[src/hw/rtl/lppd_pkg.sv]
`default_nettype none
package lppd_pkg;

  localparam int unsigned HdrBytes   = 12;
  localparam int unsigned LenBytes   = 4;
  localparam int unsigned CntWidth   = 4;
  localparam int unsigned LimitWidth = 21;
  localparam logic [LimitWidth-1:0] LimitReset = 21'd8192;

  localparam logic [CntWidth-1:0] PosHdrEnd = CntWidth'(HdrBytes);
  localparam logic [CntWidth-1:0] PosLenEnd = CntWidth'(LenBytes - 1);
  localparam logic [CntWidth-1:0] PosLast   = CntWidth'(HdrBytes - 1);
  localparam logic [31:0]         HdrLen    = 32'(HdrBytes);

  typedef enum logic [1:0] {
    KIND_PAYLOAD = 2'd0,
    KIND_EMPTY   = 2'd1,
    KIND_BAD_LEN = 2'd2,
    KIND_SHORT   = 2'd3
  } kind_e;

  typedef struct packed {
    kind_e       kind;
    logic [7:0]  data;
    logic        last;
    logic [15:0] main_id;
    logic [15:0] sub_id;
    logic [31:0] flag;
    logic [31:0] length;
  } res_t;

endpackage
`default_nettype wire

[src/hw/rtl/lppd_front.sv]
`default_nettype none
module lppd_front
  import lppd_pkg::*;
(
  input  wire logic                  clk_i,
  input  wire logic                  rst_ni,
  input  wire logic                  stream_valid_i,
  output logic                       stream_ready_o,
  input  wire logic [7:0]            stream_byte_i,
  input  wire logic [LimitWidth-1:0] limit_i,
  input  wire logic                  q_ready_i,
  output logic                       q_push_o,
  output res_t                       q_data_o
);

  logic [CntWidth-1:0] cnt_q, cnt_d;
  logic [31:0] len_q, len_d;
  logic [15:0] main_q, main_d;
  logic [15:0] sub_q, sub_d;
  logic [31:0] flag_q, flag_d;
  logic [31:0] left_q, left_d;
  logic        accept;

  assign stream_ready_o = q_ready_i;
  assign accept = stream_valid_i & q_ready_i;

  always_comb begin
    cnt_d  = cnt_q;
    len_d  = len_q;
    main_d = main_q;
    sub_d  = sub_q;
    flag_d = flag_q;
    left_d = left_q;
    q_push_o = 1'b0;
    q_data_o.kind = KIND_PAYLOAD;
    q_data_o.data = stream_byte_i;
    q_data_o.last = 1'b0;
    if (accept) begin
      if (cnt_q >= PosHdrEnd) begin
        // payload request
        left_d = left_q - 32'd1;
        q_push_o = 1'b1;
        q_data_o.last = (left_q == 32'd1);
        if (left_q == 32'd1) begin
          cnt_d = '0;
        end
      end else begin
        case (cnt_q)
          4'd0:  len_d[7:0]    = stream_byte_i;
          4'd1:  len_d[15:8]   = stream_byte_i;
          4'd2:  len_d[23:16]  = stream_byte_i;
          4'd3:  len_d[31:24]  = stream_byte_i;
          4'd4:  main_d[7:0]   = stream_byte_i;
          4'd5:  main_d[15:8]  = stream_byte_i;
          4'd6:  sub_d[7:0]    = stream_byte_i;
          4'd7:  sub_d[15:8]   = stream_byte_i;
          4'd8:  flag_d[7:0]   = stream_byte_i;
          4'd9:  flag_d[15:8]  = stream_byte_i;
          4'd10: flag_d[23:16] = stream_byte_i;
          4'd11: flag_d[31:24] = stream_byte_i;
          default: ;
        endcase
        cnt_d = cnt_q + CntWidth'(1);
        if (cnt_q == PosLenEnd) begin
          if (len_d == 32'd0 || len_d >= {{(32-LimitWidth){1'b0}}, limit_i}) begin
            q_push_o = 1'b1;
            q_data_o.kind = KIND_BAD_LEN;
            q_data_o.last = 1'b1;
            cnt_d = '0;
          end else if (len_d < HdrLen) begin
            q_push_o = 1'b1;
            q_data_o.kind = KIND_SHORT;
            q_data_o.last = 1'b1;
            cnt_d = '0;
          end
        end
        if (cnt_q == PosLast) begin
          if (len_q == HdrLen) begin
            q_push_o = 1'b1;
            q_data_o.kind = KIND_EMPTY;
            q_data_o.last = 1'b1;
            cnt_d = '0;
          end else begin
            left_d = len_q - HdrLen;
          end
        end
      end
    end
    q_data_o.main_id = main_d;
    q_data_o.sub_id  = sub_d;
    q_data_o.flag    = flag_d;
    q_data_o.length  = len_d;
  end

  always_ff @(posedge clk_i or negedge rst_ni) begin
    if (!rst_ni) begin
      cnt_q  <= '0;
      len_q  <= '0;
      main_q <= '0;
      sub_q  <= '0;
      flag_q <= '0;
      left_q <= '0;
    end else begin
      cnt_q  <= cnt_d;
      len_q  <= len_d;
      main_q <= main_d;
      sub_q  <= sub_d;
      flag_q <= flag_d;
      left_q <= left_d;
    end
  end

endmodule
`default_nettype wire

[src/hw/rtl/lppd_fifo.sv]
`default_nettype none
module lppd_fifo
  import lppd_pkg::*;
#(
  parameter int unsigned Depth = 4
) (
  input  wire logic                       clk_i,
  input  wire logic                       rst_ni,
  input  wire logic                       push_i,
  input  wire res_t                       push_data_i,
  output logic                            ready_o,
  input  wire logic                       pop_i,
  output logic                            valid_o,
  output res_t                            pop_data_o,
  output logic [$clog2(Depth+1)-1:0]      count_o
);

  localparam int unsigned PtrW = (Depth > 1) ? $clog2(Depth) : 1;
  localparam int unsigned CntW = $clog2(Depth + 1);

  res_t mem_q [Depth];
  logic [PtrW-1:0] wr_q, wr_d, rd_q, rd_d;
  logic [CntW-1:0] cnt_q, cnt_d;
  logic do_push, do_pop;

  assign ready_o    = (cnt_q != CntW'(Depth));
  assign valid_o    = (cnt_q != '0);
  assign pop_data_o = mem_q[rd_q];
  assign count_o    = cnt_q;
  assign do_push    = push_i & ready_o;
  assign do_pop     = pop_i & valid_o;

  always_comb begin
    wr_d  = wr_q;
    rd_d  = rd_q;
    cnt_d = cnt_q;
    if (do_push) begin
      wr_d = (wr_q == PtrW'(Depth - 1)) ? '0 : wr_q + PtrW'(1);
    end
    if (do_pop) begin
      rd_d = (rd_q == PtrW'(Depth - 1)) ? '0 : rd_q + PtrW'(1);
    end
    if (do_push && !do_pop) begin
      cnt_d = cnt_q + CntW'(1);
    end else if (!do_push && do_pop) begin
      cnt_d = cnt_q - CntW'(1);
    end
  end

  always_ff @(posedge clk_i) begin
    if (do_push) begin
      mem_q[wr_q] <= push_data_i;
    end
  end

  always_ff @(posedge clk_i or negedge rst_ni) begin
    if (!rst_ni) begin
      wr_q  <= '0;
      rd_q  <= '0;
      cnt_q <= '0;
    end else begin
      wr_q  <= wr_d;
      rd_q  <= rd_d;
      cnt_q <= cnt_d;
    end
  end

endmodule
`default_nettype wire

[src/hw/rtl/lppd_back.sv]
`default_nettype none
module lppd_back
  import lppd_pkg::*;
(
  input  wire logic        clk_i,
  input  wire logic        rst_ni,
  input  wire logic        q_valid_i,
  input  wire res_t        q_data_i,
  output logic             q_pop_o,
  output logic             result_valid_o,
  input  wire logic        result_ready_i,
  output logic [1:0]       kind_o,
  output logic [7:0]       payload_byte_o,
  output logic [15:0]      main_id_o,
  output logic [15:0]      sub_id_o,
  output logic [31:0]      compress_mark_o,
  output logic [31:0]      packet_length_o,
  output logic             last_o
);

  res_t out_q, out_d;
  logic valid_q;
  logic has_hdr;

  assign q_pop_o = q_valid_i & (~valid_q | result_ready_i);

  always_comb begin
    out_d = q_data_i;
    has_hdr = 1'b1;
    case (q_data_i.kind)
      KIND_PAYLOAD: has_hdr = 1'b1;
      KIND_EMPTY: begin
        has_hdr = 1'b1;
        out_d.data = '0;
      end
      KIND_BAD_LEN, KIND_SHORT: begin
        has_hdr = 1'b0;
        out_d.data = '0;
      end
      default: has_hdr = 1'b0;
    endcase
    if (!has_hdr) begin
      out_d.main_id = '0;
      out_d.sub_id  = '0;
      out_d.flag    = '0;
    end
  end

  always_ff @(posedge clk_i) begin
    if (q_pop_o) begin
      out_q <= out_d;
    end
  end

  always_ff @(posedge clk_i or negedge rst_ni) begin
    if (!rst_ni) begin
      valid_q <= 1'b0;
    end else if (q_pop_o) begin
      valid_q <= 1'b1;
    end else if (result_ready_i) begin
      valid_q <= 1'b0;
    end
  end

  assign result_valid_o  = valid_q;
  assign kind_o          = out_q.kind;
  assign payload_byte_o  = out_q.data;
  assign main_id_o       = out_q.main_id;
  assign sub_id_o        = out_q.sub_id;
  assign compress_mark_o = out_q.flag;
  assign packet_length_o = out_q.length;
  assign last_o          = out_q.last;

endmodule
`default_nettype wire

[src/hw/rtl/length_prefixed_packet_deframer.sv]
`default_nettype none
// channel   | valid / enable  | ready          | payload
// stream in | stream_valid_i  | stream_ready_o | stream_byte_i
// result    | result_valid_o  | result_ready_i | kind_o .. last_o
// config    | length_limit_we_i | none         | length_limit_i
//
// one byte request accepted per cycle unless the queue is full
// a result passes the queue, then the output register; output stalls slow the parser
// reset clears the parser, the queue and the output valid; limit returns to 8192
// a stalled output fills the queue; stream_ready_o drops only when it is full
module length_prefixed_packet_deframer
  import lppd_pkg::*;
#(
  parameter int unsigned QueueDepth = 4
) (
  input  wire logic                  clk_i,
  input  wire logic                  rst_ni,
  input  wire logic                  length_limit_we_i,
  input  wire logic [LimitWidth-1:0] length_limit_i,
  input  wire logic                  stream_valid_i,
  output logic                       stream_ready_o,
  input  wire logic [7:0]            stream_byte_i,
  output logic                       result_valid_o,
  input  wire logic                  result_ready_i,
  output logic [1:0]                 kind_o,
  output logic [7:0]                 payload_byte_o,
  output logic [15:0]                main_id_o,
  output logic [15:0]                sub_id_o,
  output logic [31:0]                compress_mark_o,
  output logic [31:0]                packet_length_o,
  output logic                       last_o
);

  logic [LimitWidth-1:0] limit_q;
  logic q_ready, q_push, q_valid, q_pop;
  res_t q_in, q_out;
  logic [$clog2(QueueDepth+1)-1:0] q_count;

  always_ff @(posedge clk_i or negedge rst_ni) begin
    if (!rst_ni) begin
      limit_q <= LimitReset;
    end else if (length_limit_we_i) begin
      limit_q <= length_limit_i;
    end
  end

  lppd_front u_front (
    .clk_i          (clk_i),
    .rst_ni         (rst_ni),
    .stream_valid_i (stream_valid_i),
    .stream_ready_o (stream_ready_o),
    .stream_byte_i  (stream_byte_i),
    .limit_i        (limit_q),
    .q_ready_i      (q_ready),
    .q_push_o       (q_push),
    .q_data_o       (q_in)
  );

  lppd_fifo #(
    .Depth (QueueDepth)
  ) u_fifo (
    .clk_i       (clk_i),
    .rst_ni      (rst_ni),
    .push_i      (q_push),
    .push_data_i (q_in),
    .ready_o     (q_ready),
    .pop_i       (q_pop),
    .valid_o     (q_valid),
    .pop_data_o  (q_out),
    .count_o     (q_count)
  );

  lppd_back u_back (
    .clk_i           (clk_i),
    .rst_ni          (rst_ni),
    .q_valid_i       (q_valid),
    .q_data_i        (q_out),
    .q_pop_o         (q_pop),
    .result_valid_o  (result_valid_o),
    .result_ready_i  (result_ready_i),
    .kind_o          (kind_o),
    .payload_byte_o  (payload_byte_o),
    .main_id_o       (main_id_o),
    .sub_id_o        (sub_id_o),
    .compress_mark_o (compress_mark_o),
    .packet_length_o (packet_length_o),
    .last_o          (last_o)
  );

  a_ready_full: assert property (@(posedge clk_i) disable iff (!rst_ni)
    !stream_ready_o |-> (q_count == ($clog2(QueueDepth+1))'(QueueDepth)))
    else $error("input stalled while queue not full");

  a_err_last: assert property (@(posedge clk_i) disable iff (!rst_ni)
    result_valid_o && (kind_o == KIND_BAD_LEN || kind_o == KIND_SHORT)
      |-> last_o && main_id_o == '0 && compress_mark_o == '0)
    else $error("error result without last or with header fields");

  a_empty_len: assert property (@(posedge clk_i) disable iff (!rst_ni)
    result_valid_o && kind_o == KIND_EMPTY |-> packet_length_o == HdrLen && last_o)
    else $error("empty packet end with wrong length");

  a_payload_len: assert property (@(posedge clk_i) disable iff (!rst_ni)
    result_valid_o && kind_o == KIND_PAYLOAD |-> packet_length_o > HdrLen)
    else $error("payload byte from a packet without payload");

endmodule
`default_nettype wire
[config.mk]
export PLATFORM = sky130hd
export DESIGN_NAME = length_prefixed_packet_deframer
export DESIGN_NICKNAME = d
export VERILOG_FILES = /design/src/hw/rtl/lppd_pkg.sv /design/src/hw/rtl/lppd_front.sv /design/src/hw/rtl/lppd_fifo.sv /design/src/hw/rtl/lppd_back.sv /design/src/hw/rtl/length_prefixed_packet_deframer.sv
export SDC_FILE = /design/constraint.sdc
export NUM_CORES = 1
export LEC_CHECK = 0
export CAP_MARGIN = 20
export CORE_ASPECT_RATIO = 0.75
export CORE_MARGIN = 2
export CORE_UTILIZATION = 25
export CTS_CLUSTER_SIZE = 40
export DETAILED_ROUTE_END_ITERATION = 8
export DONT_BUFFER_PORTS = 1
export PLACE_DENSITY_LB_ADDON = 0.3
export SYNTH_ARGS = -nofsm -noshare
export SYNTH_HDL_FRONTEND = slang
export SYNTH_SLANG_ARGS = --single-unit
[constraint.sdc]
create_clock -name clk_i -period 10.63 [get_ports clk_i]
set_input_delay 1.063 -clock clk_i [delete_from_list [all_inputs] [get_ports clk_i]]
set_output_delay 1.063 -clock clk_i [all_outputs]
set_load 0.02 [all_outputs]
== After elaboration in Yosys (flattened, before gate mapping) ==
Memory sizes are Yosys's and may differ from the RTL's.
Cells that the tools add are included.

* Memories kept: 1
* Bits in writable memories: 428
* Output and inout port bits: 109
* Word-level logic and storage cells: 136
* Bits in registers: 268

{| class="wikitable"
|+ Memory list
! name !! depth !! width !! read ports !! clocked after Yosys merged registers in !! write ports !! RTL line !! source
|-
| u_fifo.mem_q || 4 || 107 || 1 || 0 || 1 || lppd_fifo.sv:21 || <nowiki>res_t mem_q [Depth];</nowiki>
|}

* Equal/unequal tests: 21
* Order comparisons: 3
* Bitwise operators: 6
* Reductions and logical operators: 17
* Add/sub/neg operators: 7
* Multiplexer cells: 63

{| class="wikitable"
|+ Operator list
! operator !! count
|-
| $mux W32 || 7
|-
| $mux W8 || 20
|-
| $mux W16 || 4
|-
| $eq A32 B1 Y1 const B || 1
|-
| $eq A32 B4 Y1 const B || 1
|-
| $ge A32 B21 Y1 || 1
|-
| $logic_not A32 Y1 || 1
|-
| $lt A32 B4 Y1 const B || 1
|-
| $sub A32 B1 Y32 const B || 1
|-
| $sub A32 B4 Y32 const B || 1
|-
| $mux W4 || 7
|-
| $mux W2 || 9
|-
| $eq A4 B3 Y1 const B || 4
|-
| $eq A4 B4 Y1 const B || 4
|-
| $mux W1 || 13
|-
| $eq A2 B2 Y1 const B || 4
|-
| $eq A4 B2 Y1 const B || 2
|-
| $mux W3 || 2
|-
| $reduce_bool A2 Y1 || 3
|-
| $add A2 B1 Y2 const B || 2
|-
| $add A4 B1 Y4 const B || 1
|-
| $and A1 B1 Y1 || 4
|-
| $eq A4 B1 Y1 const B || 1
|-
| $ge A4 B4 Y1 const B || 1
|-
| other kinds (19) || 22
|}

== Logic depth before layout (Yosys ltp) ==
* Depth in word-level cells: 17
* Depth in mapped cells: 19
* Depth with buffers taken out: 18

== By module ==
A second synthesis with hierarchy kept.

* Cells, all modules: 1598
* Area, all modules: 28242.1 um^2

{| class="wikitable"
|+ By module, submodules not included
! module !! area an instance (um^2) !! times used !! cells each
|-
| lppd_fifo || 15847.7 || 1 || 596
|-
| lppd_front || 7742.4 || 1 || 767
|-
| lppd_back || 3791.1 || 1 || 191
|-
| length_prefixed_packet_deframer || 860.8 || 1 || 44
|}

== Worst setup path before layout ==
Ideal clock, no wire load.

* Kind: in2reg
* Start point: input result_ready_i
* End point: register u_fifo.cnt_q[1], in the netlist u_fifo.count_o[1]
* Stages: 7
* Data arrival time: 7782 ps
* Data required time: 10505 ps
* Slack: 2724 ps
* Cell sequence: inv_1 > a21oi_1 > inv_1 > ha_1 > inv_1 > fa_1 > mux2_2

* Longest elaborated chain between the ends: 6
* Elaborated cells between the ends (all ways): 8
* Classes of those cells: 1 x mux; 3 x bitwise; 4 x reduce/logical

{| class="wikitable"
|+ Ends and longest elaborated chain
! element !! RTL line !! source
|-
| start: declaration || length_prefixed_packet_deframer.sv:24 || <nowiki>input wire logic result_ready_i,</nowiki>
|-
| $or A1 B1 Y1 || lppd_back.sv:25 || <nowiki>assign q_pop_o = q_valid_i & (~valid_q | result_ready_i);</nowiki>
|-
| $and A1 B1 Y1 || lppd_back.sv:25 ||
|-
| net q_pop || length_prefixed_packet_deframer.sv:35 || <nowiki>logic q_ready, q_push, q_valid, q_pop;</nowiki>
|-
| $and A1 B1 Y1 || lppd_fifo.sv:31 || <nowiki>assign do_pop = pop_i & valid_o;</nowiki>
|-
| $logic_not A1 Y1 || lppd_fifo.sv:43 || <nowiki>if (do_push && !do_pop) begin</nowiki>
|-
| $logic_and A1 B1 Y1 || lppd_fifo.sv:43 ||
|-
| $mux W3 || lppd_fifo.sv:43 ||
|-
| net u_fifo.cnt_d[1] || lppd_fifo.sv:23 || <nowiki>logic [CntW-1:0] cnt_q, cnt_d;</nowiki>
|-
| end signal: assignment || lppd_fifo.sv:64 || <nowiki>cnt_q <= cnt_d;</nowiki>
|-
| end: declaration || lppd_fifo.sv:23 ||
|}

The timed path passes the listed nets, and every way through them passes these cells.
A chain may end at the register's enable or synchronous reset.

== Worst setup path in the final report ==
* Start point: register u_front.cnt_q[0]
* End point: memory u_fifo.mem_q[1][91] (netlist bit) (enable)

* Longest elaborated chain between the ends: 15
* Elaborated cells between the ends (all ways): 32
* Classes of those cells: 3 x order compare; 4 x eq/ne; 21 x mux; 1 x bitwise; 3 x reduce/logical

{| class="wikitable"
|+ Ends and longest elaborated chain
! element !! RTL line !! source
|-
| start: declaration || lppd_front.sv:16 || <nowiki>logic [CntWidth-1:0] cnt_q, cnt_d;</nowiki>
|-
| start signal: assignment || lppd_front.sv:104 || <nowiki>cnt_q <= cnt_d;</nowiki>
|-
| $eq A4 B1 Y1, or another cell as far along || lppd_front.sv:48 || <nowiki>case (cnt_q)</nowiki>
|-
| $mux W8 || lppd_front.sv:48 ||
|-
| $mux W8 || lppd_front.sv:39 || <nowiki>if (cnt_q >= PosHdrEnd) begin</nowiki>
|-
| $mux W8 || lppd_front.sv:38 || <nowiki>if (accept) begin</nowiki>
|-
| $lt A32 B4 Y1, or another cell as far along || lppd_front.sv:70 || <nowiki>end else if (len_d < HdrLen) begin</nowiki>
|-
| $mux W1 / $logic_or A1 B1 Y1 (equally long branches) || lppd_front.sv:70, lppd_front.sv:65 ||
|-
| $mux W1 || lppd_front.sv:65 || <nowiki>if (len_d == 32'd0 || len_d >= {{(32-LimitWidth){1'b0}}, limit_i}) begin</nowiki>
|-
| $mux W1 || lppd_front.sv:64 || <nowiki>if (cnt_q == PosLenEnd) begin</nowiki>
|-
| $mux W1 || lppd_front.sv:78 || <nowiki>if (len_q == HdrLen) begin</nowiki>
|-
| $mux W1 || lppd_front.sv:77 || <nowiki>if (cnt_q == PosLast) begin</nowiki>
|-
| $mux W1 (*) || lppd_front.sv:39 ||
|-
| $mux W1 (*) || lppd_front.sv:38 ||
|-
| $and A1 B1 Y1 (*) || lppd_fifo.sv:30 || <nowiki>assign do_push = push_i & ready_o;</nowiki>
|-
| net u_fifo.do_push || lppd_fifo.sv:24 || <nowiki>logic do_push, do_pop;</nowiki>
|-
| $mux W1 (*) || lppd_fifo.sv:51 || <nowiki>if (do_push) begin</nowiki>
|-
| $mux W1 (not written as such) (*) || lppd_fifo.sv:52 || <nowiki>mem_q[wr_q] <= push_data_i;</nowiki>
|-
| end: declaration || lppd_fifo.sv:21 ||
|}

The timed path passes the listed nets; every way through them passes the cells marked *. The select of a mux whose other input is x is not followed.

==> results.toml <==
[job]
maxCapViolCount = 0

[cells_and_area]
drive_gt1_share_pct = 22.9
final_nets = 1691
fin_util_pct = 29.4
design_area_um2 = 32300
syn_to_final_growth_pct = 16.0
fin_cells = 3132
fill_cells = 10801

[timing]
min_period_ns = 5.41
grt_setup_unrepaired = "no"
worstMarginPinSlew_ns = 1.21
setup_tns_ns = 0
skew_ns = 0.0211
clock.fmax_ghz = 0.185
finalHoldViolations = 0
setup_viol = 0
slew_headroom_pct = 18.8
drv_slew = 0
period_share_pct = 50.9

[clock_tree]
hold_buffers = 0
h-tree-depth = 3
cts.path.max_buffers = 3
insertion_delay_ns = 0.62
clockRootBuffer = "clkbuf_16"
clk_pin_slew_worst_paths_ns = 0.06
numCtsBuffers = 79
cts_tree = "yes"
cts-resized-gates = 0
numClockSinks = 696
cts_setup_buffers = 0

[global_routing]
antenna_found_initial = 3
grt_overflow = 0
grt_pass1_vias = 14544
grt_start_max_net_pins = 162
grt_pass1_wl_mm = 101
grt_usage_pct = 12.0

[routing]
drt-initial-drc-count = 1245
routed_wl_mm = 68.7
met1Wirelength_mm = 31.0
drcViolationCount = 0
highest_layer = "met4"
ant_nets = 0
wl_met3_mm = 4.73
wl_per_cell_um = 21.9
dr_total_vias = 13999
wl_met2_mm = 31.3
via_per_inst = 4.47
drt_pass1_iterations = 6

[worst_hold_path]
hold_path_class = "input pin to async pin"

[synth]
yosysSeqAreaShare_pct = 72.3
ys_seq_elements = 696
synth-async-reset-ratio_pct = 23.1
avgSynthCellArea_um2 = 17.4
syn_inst = 1599
ys_warn_count = 0
netlist_area_um2 = 27800
synth.distinct_cells = 67
synthFlopType = "edfxtp_1"
synth-edff-count = 535
syn-num-nets = 1668

[floorplanning]
ios = 143
dieHeight_um = 293
start_util_pct = 25.3
core-area_um2 = 110000
core.rowCount = 105
die_area_um2 = 114000
die_w_um = 389

[outcome]
status = "complete, no violations"

[critical_path]
crit_path_cell_trace = "inv_1 > ha_1 > nor3b_1 > buf_2 > mux2_2 > ha_1 > a21oi_1 > o21ai_0 > a221oi_1 > and3_1 > a21bo_2 > a31oi_4 > and2_4 > buf_4"
worstSetupPathDepth = 14
cp-end-kind = "flop"
cp_common_cell = "ha_1"
rr_worst_depth = 14
crit_required_ns = 10.87
slowest_stage = "and2_4"
crit_buf_inv = 3
rrSetupSlack_ns = 5.22
cp_top_family = "simple AND/OR/NAND/NOR gates"
worstPathMaxFanout = 57
max_stage_delay_ns = 0.81
worstSetupPathType = "flop to flop"
start_kind = "flop"
arrival_ns = 5.65

[placed_design]
dp_hpwl_mm = 42.6
dp_cells = 2984
numPortBuffers = 0
gp_congestion = 0.803
placed_area_um2 = 29400

[power_and_ir_drop]
total_leakage_power_uw = 0.0112
power_per_cell_area_nw_per_um2 = 311
worst_ir_drop_vdd_uv = 159
power_uw = 10000
registers in the layout (all words and copies together), names as in the netlist:
register	flops
u_front.sub_q	16
u_fifo.rd_q	2
u_back.sub_id_o	16
u_front.main_q	16
u_back.compress_mark_o	32
limit_q	21
u_front.flag_q	32
u_back.main_id_o	16
u_front.left_q	32
u_fifo.count_o	3
u_back.last_o	1
u_front.cnt_q	4
u_front.len_q	32
u_back.kind_o	2
u_back.packet_length_o	32
u_fifo.wr_q	2
u_fifo.mem_q	428
u_back.payload_byte_o	8
u_back.result_valid_o	1
layer usage:
| layer | up-vias | GRT usage (%) |
|---|---|---|
| li1 | 6238 | - |
| met1 | 7305 | 16.4 |
| met2 | 359 | 18.5 |
| met3 | 97 | 3.46 |
| met4 | 0 | 3.72 |
| met5 | - | 0 |
worst paths after layout:
path | startpoint | endpoint
max | u_front.cnt_q[0] | u_fifo.mem_q[1][91]
min | rst_ni | u_back.result_valid_o
max reg2reg | u_front.cnt_q[0] | u_fifo.mem_q[1][91]
min reg2reg | u_fifo.count_o[2] | u_fifo.count_o[2]
max in group asynchronous | rst_ni | limit_q[13]
min in group clk_i | u_fifo.count_o[2] | u_fifo.count_o[2]
cell usage after synthesis (5+ instances only):
cell type	n	area [µm²]
a22oi_1	6	45.0
and2_1	5	31.3
mux2_2	115	1290
a21o_1	6	45.0
buf_1	10	37.5
or2_2	5	31.3
dfrtp_1	160	4000
nor2_1	51	191
a21oi_1	48	240
xnor2_1	11	96.3
nand4_1	8	50.1
mux4_2	107	2410
buf_2	6	30.0
nor3_1	25	125
nand3_1	17	85.1
nor3b_1	5	37.5
or4_1	5	37.5
o31ai_1	6	45.0
clkbuf_1	54	203
edfxtp_1	535	16100
o21ai_0	67	335
o22ai_1	7	43.8
or3_1	12	75.1
nor4_1	12	75.1
inv_1	34	128
ha_1	34	425
nor2b_1	75	469
xor2_1	19	166
nand2_1	89	334
cell type report:
class | count | area (µm²) | share of cell area (%)
sequential | 696 | 20100 | 62.3
tap | 1444 | 1810 | 5.60
clock buffer | 93 | 2110 | 6.54
timing repair buffer | 15 | 130 | 0.403
clock inverter | 53 | 673 | 2.09
multi-input combinational | 796 | 7300 | 22.6
antenna | 1 | 2.50 | 0.00776
inverter | 34 | 128 | 0.396
placed cells by master (no fill, tap or decap), types with 5 or more instances in the layout:
master	count
edfxtp_1	535
dfrtp_1	158
mux2_2	115
mux4_2	106
nand2_1	89
clkbuf_16	80
nor2b_1	75
o21ai_0	67
nor2_1	50
a21oi_1	47
inv_1	34
ha_1	34
nor3_1	25
xor2_1	19
nand3_1	17
clkinv_1	15
clkinv_2	14
bufinv_16	14
buf_4	13
nor4_1	12
or3_1	12
xnor2_1	11
nand4_1	8
o22ai_1	7
clkbuf_1	7
a21o_1	6
o31ai_1	6
a22oi_1	6
clkbuf_8	6
nor3b_1	5
or4_1	5
and2_4	5
or2_2	5
worst reg2reg max path, delay by kind of cell, from the launching register on:
kind            cells  cell delay [ns]
compound gates      5             0.96
flops               1             0.42
fa+ha+maj           2             0.53
mux                 1             0.36
simple gates        3             1.49
buf+inv             3             1.24
cells by family (layout without fill, tap and decap cells):
| family | count (synthesis) | count (layout) | share of synthesized area, % |
|---|---|---|---|
| flip-flops | 696 | 696 | 72.3 |
| AND/OR/NAND/NOR | 334 | 334 | 6.39 |
| multiplexers | 228 | 228 | 13.6 |
| AO/OA/AOI/OAI | 169 | 169 | 3.66 |
| buffers and inverters | 107 | 195 | 1.54 |
| adder cells (fa/ha/maj) | 35 | 35 | 1.60 |
| XOR/XNOR | 30 | 30 | 0.945 |
| other | 0 | 1 | 0 |
power by group:
group / total [µW] / switching [µW] / leakage (µW) / internal, µW
Combinational: 2520 / 1480 / 0.00286 / 1040
Clock: 2890 / 1120 / 0.00136 / 1770
Sequential: 4630 / 705 / 0.00702 / 3930
Total: 10000 / 3300 / 0.0112 / 6730
per-stage QoR:
stage	hold WS [ns]	worst slack [ns]
6_report	0.167	5.22
5_1_grt	0.126	4.77
4_1_cts	0.132	5.10
3_5_place_dp	0.493	5.13
3_3_place_gp	0.479	4.80
2_1_floorplan	0.463	2.72
No activity file was read; power rests on OpenSTA's default activity.
